$ cat config.mk
export PLATFORM = sky130hd
export DESIGN_NAME = fhl_cell
export DESIGN_NICKNAME = d
export VERILOG_FILES = /design/src/rtl/fhl_pkg.sv /design/src/rtl/fhl_cell.sv
export SDC_FILE = /design/constraint.sdc
export NUM_CORES = 1
export LEC_CHECK = 0
export BUFFER_PORTS_ARGS = -buffer_cell sky130_fd_sc_hd__buf_2
export CAP_MARGIN = 10
export CORE_ASPECT_RATIO = 1.75
export CORE_MARGIN = 4
export CORE_UTILIZATION = 50
export DETAILED_ROUTE_END_ITERATION = 8
export PLACE_DENSITY = 0.76
export SYNTH_ARGS = -nofsm -noshare
export SYNTH_HDL_FRONTEND = slang
export SYNTH_SLANG_ARGS = --single-unit
$ cat constraint.sdc
create_clock -name clk -period 7.1 [get_ports clk]
set_input_delay 0.355 -clock clk [delete_from_list [all_inputs] [get_ports clk]]
set_output_delay 0.355 -clock clk [all_outputs]
set_load 0.05 [all_outputs]
$ cat src/rtl/fhl_pkg.sv
`timescale 1ns / 1ps
// Shared types and constants for the fire hotspot line generator.
// Used by fhl_cell and fire_hotspot_line_generator; depends on nothing.
package fhl_pkg;

	// Defaults for the top level parameters.
	localparam int HOTSPOT_COUNT_DEF  = 48;
	localparam int MAX_LINE_WIDTH_DEF = 1024;

	// Field widths.
	localparam int REQ_W   = 2;
	localparam int IDX_W   = 6;
	localparam int POS_W   = 10;
	localparam int STEP_W  = 3;
	localparam int LWID_W  = 11;
	localparam int HEAT_W  = 8;
	// Wide enough to name any cell of the largest chain.
	localparam int CELL_ID_W = 8;
	// Signed working width for position arithmetic.
	localparam int ARITH_W = 13;

	// Request codes.
	localparam logic [REQ_W-1:0] REQ_LOAD   = 2'd0;
	localparam logic [REQ_W-1:0] REQ_MOVE   = 2'd1;
	localparam logic [REQ_W-1:0] REQ_QUERY  = 2'd2;
	localparam logic [REQ_W-1:0] REQ_UNUSED = 2'd3;

	localparam logic [LWID_W-1:0]         WIDTH_RESET = 11'd320;
	localparam logic signed [ARITH_W-1:0] HEAT_RADIUS = 13'sd20;
	localparam logic [HEAT_W:0]           HEAT_MAX    = 9'd192;
	localparam logic signed [ARITH_W-1:0] STEP_BIAS   = 13'sd3;

	typedef struct packed {
		logic [REQ_W-1:0]  req_type;
		logic [IDX_W-1:0]  spot_index;
		logic [POS_W-1:0]  load_position;
		logic [STEP_W-1:0] random_step;
		logic [POS_W-1:0]  column;
	} req_t;

	typedef struct packed {
		logic [HEAT_W-1:0] intensity;
		logic [POS_W-1:0]  spot_position;
	} rsp_t;

	// Word that travels down the cell chain.
	typedef struct packed {
		logic [REQ_W-1:0]  req_type;
		logic [IDX_W-1:0]  spot_index;
		logic [POS_W-1:0]  load_position;
		logic [STEP_W-1:0] random_step;
		logic [POS_W-1:0]  column;
		logic [LWID_W-1:0] width;
		logic              live;
		logic [HEAT_W-1:0] heat;
		logic [POS_W-1:0]  position;
	} item_t;

endpackage

$ cat src/rtl/fhl_cell.sv
`timescale 1ns / 1ps
// One cell of the hotspot chain: holds one hotspot position, updates it on
// a load or move and adds its heat to a passing query. Depends on fhl_pkg.
module fhl_cell #(
	parameter int CELL_INDEX = 0
) (
	input  logic          clk,
	input  logic          arst_n,
	input  logic          in_valid,
	input  fhl_pkg::item_t in_item,
	output logic          out_valid,
	output fhl_pkg::item_t out_item
);

	localparam logic [fhl_pkg::CELL_ID_W-1:0] CELL_ID = fhl_pkg::CELL_ID_W'(CELL_INDEX);

	logic [fhl_pkg::POS_W-1:0] pos_q;
	logic                      out_valid_q;
	fhl_pkg::item_t            out_item_q;

	logic                                 hit;
	logic [fhl_pkg::LWID_W-1:0]           load_pos;
	logic signed [fhl_pkg::ARITH_W-1:0]   w_s, ps, ps_wrap, ps_sat, col_delta, adist;
	logic [fhl_pkg::POS_W-1:0]            new_pos;
	logic [fhl_pkg::HEAT_W:0]             heat_sum;
	logic [fhl_pkg::HEAT_W-1:0]           term;
	logic                                 in_span;
	fhl_pkg::item_t                       next_item;

	always_comb begin
		hit = in_valid
			&& ({{(fhl_pkg::CELL_ID_W-fhl_pkg::IDX_W){1'b0}}, in_item.spot_index} == CELL_ID)
			&& (in_item.req_type == fhl_pkg::REQ_LOAD || in_item.req_type == fhl_pkg::REQ_MOVE);

		// A load beyond the line lands on its last column.
		if ({1'b0, in_item.load_position} >= in_item.width) begin
			load_pos = in_item.width - 11'd1;
		end else begin
			load_pos = {1'b0, in_item.load_position};
		end

		// A move wraps once, then saturates anything still off the line.
		w_s = $signed({2'b00, in_item.width});
		ps  = $signed({3'b000, pos_q}) + $signed({10'b0, in_item.random_step})
			- fhl_pkg::STEP_BIAS;
		if (ps < 0) begin
			ps_wrap = ps + w_s;
		end else if (ps >= w_s) begin
			ps_wrap = ps - w_s;
		end else begin
			ps_wrap = ps;
		end
		if (ps_wrap < 0) begin
			ps_sat = '0;
		end else if (ps_wrap >= w_s) begin
			ps_sat = w_s - 13'sd1;
		end else begin
			ps_sat = ps_wrap;
		end

		if (in_item.req_type == fhl_pkg::REQ_LOAD) begin
			new_pos = load_pos[fhl_pkg::POS_W-1:0];
		end else begin
			new_pos = ps_sat[fhl_pkg::POS_W-1:0];
		end

		// Heat term of this hotspot at the queried column.
		col_delta = $signed({3'b000, in_item.column}) - $signed({3'b000, pos_q});
		adist     = (col_delta < 0) ? -col_delta : col_delta;
		in_span   = (col_delta >= -fhl_pkg::HEAT_RADIUS) && (col_delta < fhl_pkg::HEAT_RADIUS);
		term      = fhl_pkg::HEAT_W'(fhl_pkg::HEAT_RADIUS - adist);
		heat_sum  = {1'b0, in_item.heat} + {1'b0, term};

		next_item = in_item;
		if (hit) begin
			next_item.position = new_pos;
		end
		if (in_item.req_type == fhl_pkg::REQ_QUERY && in_item.live && in_span) begin
			if (heat_sum > fhl_pkg::HEAT_MAX) begin
				next_item.heat = fhl_pkg::HEAT_MAX[fhl_pkg::HEAT_W-1:0];
			end else begin
				next_item.heat = heat_sum[fhl_pkg::HEAT_W-1:0];
			end
		end
	end

	always_ff @(posedge clk or negedge arst_n) begin
		if (!arst_n) begin
			pos_q       <= '0;
			out_valid_q <= 1'b0;
		end else begin
			out_valid_q <= in_valid;
			if (hit) begin
				pos_q <= new_pos;
			end
		end
	end

	always_ff @(posedge clk) begin
		out_item_q <= next_item;
	end

	assign out_valid = out_valid_q;
	assign out_item  = out_item_q;

endmodule
==> results.cfg <==
[final_layout]
nFillCells = 1000
n_antenna_cell = 0
multi_input_area_mm2 = 0.003894
nets = 932
final_cells = 923
drive_gt1_share_pct = 22.12
area_growth_pct = 19.41
seq_area_mm2 = 0.001496

[synth]
syn-num-nets = 807
synthesis.area_mm2 = 0.005705
synth_cells = 661
synthTopCellsByArea = dfxtp_1, ha_1, dfrtp_1
yosysWarnings = 0
ys_ff_latch = 72
async_flop_share_pct = 15.28
yosysTopAreaCell = dfxtp_1
avgSynthCellArea_um2 = 8.632
ys_seq_area_share_pct = 26.23
synth_cell_types = 75
synth_edf_count = 0
synth_flop_cell = dfxtp_1
yosysTopAreaCellShare_pct = 21.40

[floorplan]
dieHeight_um = 149.3
dieWidth_um = 88.75
ios = 126
fp-row-count = 51
die_area_mm2 = 0.01325
start_util_pct = 51.09
core-area_mm2 = 0.01117

[worst_setup_path]
endpoint_kind = register
path_common_cell = ha_1
critPathMaxStageDelay_ps = 460
arrival_ps = 6860
required_ps = 7300
path_class = reg2reg
cp-start-kind = register
critPathSlowestCell = a311oi_1
critPathMaxFanout = 8
crit_chain = ha_1, ha_1, fa_1, a211oi_1, o21ai_0, a31oi_1, xor2_1, ha_1, nand3_1, o311a_1, a211o_1, buf_4, or4_1, o211ai_1, ha_1, a21oi_1, o21ai_0, a31oi_1, o31ai_1, and2_0, or2_0, a311oi_1, a22oi_1

[placed_design]
detailedPlacementHpwl_mm = 16.76
portBuffers = 125
placed_cells = 906
gp_congestion = 1.062

[sta]
slew_viol_final = 0
fin_worst_skew_ps = 9.775
rsz0062_at_grt = no
max_freq_ghz = 0.1500
tightest_slew_ps = 1104
period_needed_ps = 6665
hold_viol_final = 0
period_share_pct = 93.88
tns_ps = 0
setup_viol = 0
worst_slew_margin_rel_pct = 25.44

[min_path]
worst_hold_path_type = in2reg

[clock_network]
cts_tree = yes
clkSinkCount = 72
cts-root-buf = clkbuf_16
path_clk_slew_ps = 60
post_cts_buffers = 0
htreeDepth = 3
cts_made_buffers = 9
worstSkewPairLatency_ps = 350
clk_path_buf_depth = 2

[route]
vias = 5761
drt_iter0_drc = 320
firstDrtPassIters = 6
drtAntennaViolNets = 0
vias_per_cell = 6.242
wl_mm = 20.38
drt_drc_violations_left = 0
routedWlPerCell_um = 22.08

[global_route]
grt_pass1_wl_mm = 31.35
grt_pass1_vias = 6094
grt_antenna_before_repair = 0
grt_remaining_overflow = 0
grt_use_total_pct = 31.53
grt_max_degree = 21

[status]
status = finished, final reports clean

[run]
drv_cap = 0
through the flow:
stage	setup WS [ps]	util, %	area, µm²	hold slack, ps
3_3_place_gp	611.8	57.99	6476	249.2
6_report	434.8	61.01	6813	123.5
4_1_cts	463.5	60.96	6808	119.9
2_1_floorplan	1067	-	5705	59.41
5_1_grt	94.07	61.01	6813	119.5
3_5_place_dp	404.2	57.99	6476	252.8
repair_timing:
item,4_1_cts,5_1_grt
hold buffers,1,0
endpoints found under the hold margin,11,0
resized for setup,0,1
endpoints found under the setup margin,0,1
routing by layer:
metal,vias to the layer above,wire (µm),track usage (%)
li1,2687,-,-
met1,2738,6577,28.54
met2,252,11450,61.05
met3,84,872,4.367
met4,0,1481,21.03
met5,-,0,0
placed cells by master (no fill, tap or decap), types with 15 or more instances in the layout:
cell type and instances:
a21o_1 17, a21oi_1 45, buf_2 125, dfxtp_1 61
ha_1 77, inv_1 60, nand2_1 31, nand3_1 20
nor2_1 42, nor3_1 18, o211ai_1 15, o21ai_0 17
xnor2_1 22, xor2_1 20
worst max-delay path, delay by kind of cell (launching register included):
family | cells | cell delay, ps
AO/OA/AOI/OAI | 12 | 3020
XOR/XNOR | 1 | 440
adder cells (fa/ha/maj) | 5 | 1440
buffers and inverters | 1 | 170
flip-flops | 1 | 380
AND/OR/NAND/NOR | 4 | 1060
registers in the layout, summed over array words and instances, names as in the netlist:
name and count:
out_valid 1, pos_q 10, out_item 61
kinds of logic (layout without fill, tap and decap cells):
kind of cell,count (synthesis),count (layout),synth area share (%)
AO/OA/AOI/OAI,193,193,24.08
flip-flops,72,72,26.23
multiplexers,17,17,3.136
buffers and inverters,82,212,5.614
XOR/XNOR,43,43,6.732
AND/OR/NAND/NOR,172,172,15.57
adder cells (fa/ha/maj),82,82,18.64
path summary, 6_finish.rpt:
check / from / endpoint / slack [ps] / cells after the start
worst min register to register: pos_q[2] / pos_q[2] / 590 / 2
min in group asynchronous: arst_n / pos_q[7] / 420 / 2
worst min-delay path: in_item[42] / out_item[42] / 120 / 1
worst max register to register: pos_q[1] / pos_q[8] / 430 / 23
worst max-delay path: pos_q[1] / pos_q[8] / 430 / 23
max in group asynchronous: arst_n / pos_q[5] / 6440 / 2
synth_stat cells, types with 8 or more instances:
| master | instances |
|---|---|
| a22oi_1 | 8 |
| a21oi_1 | 45 |
| o21ai_0 | 17 |
| nor2_1 | 42 |
| nand2_1 | 31 |
| o31ai_1 | 10 |
| ha_1 | 77 |
| inv_1 | 60 |
| xnor2_1 | 22 |
| xor2_1 | 20 |
| nand2b_1 | 8 |
| dfxtp_1 | 61 |
| mux2i_1 | 10 |
| clkbuf_1 | 16 |
| nor3_1 | 18 |
| o211ai_1 | 15 |
| nor4_1 | 9 |
| a21o_1 | 17 |
| o21bai_1 | 12 |
| dfrtp_1 | 11 |
| nand3_1 | 20 |
layout make-up:
class	count	area share [%]
well taps	132	2.424
flip-flops and latches	72	21.97
inverters	60	3.306
multi-input cells	507	57.15
clock buffers	10	3.361
repair buffers	136	10.43
clock inverters	6	1.359
Power is left out: the tool's default activity adds up to more than one toggle a clock period on the data nets, which glitch-free logic cannot reach.
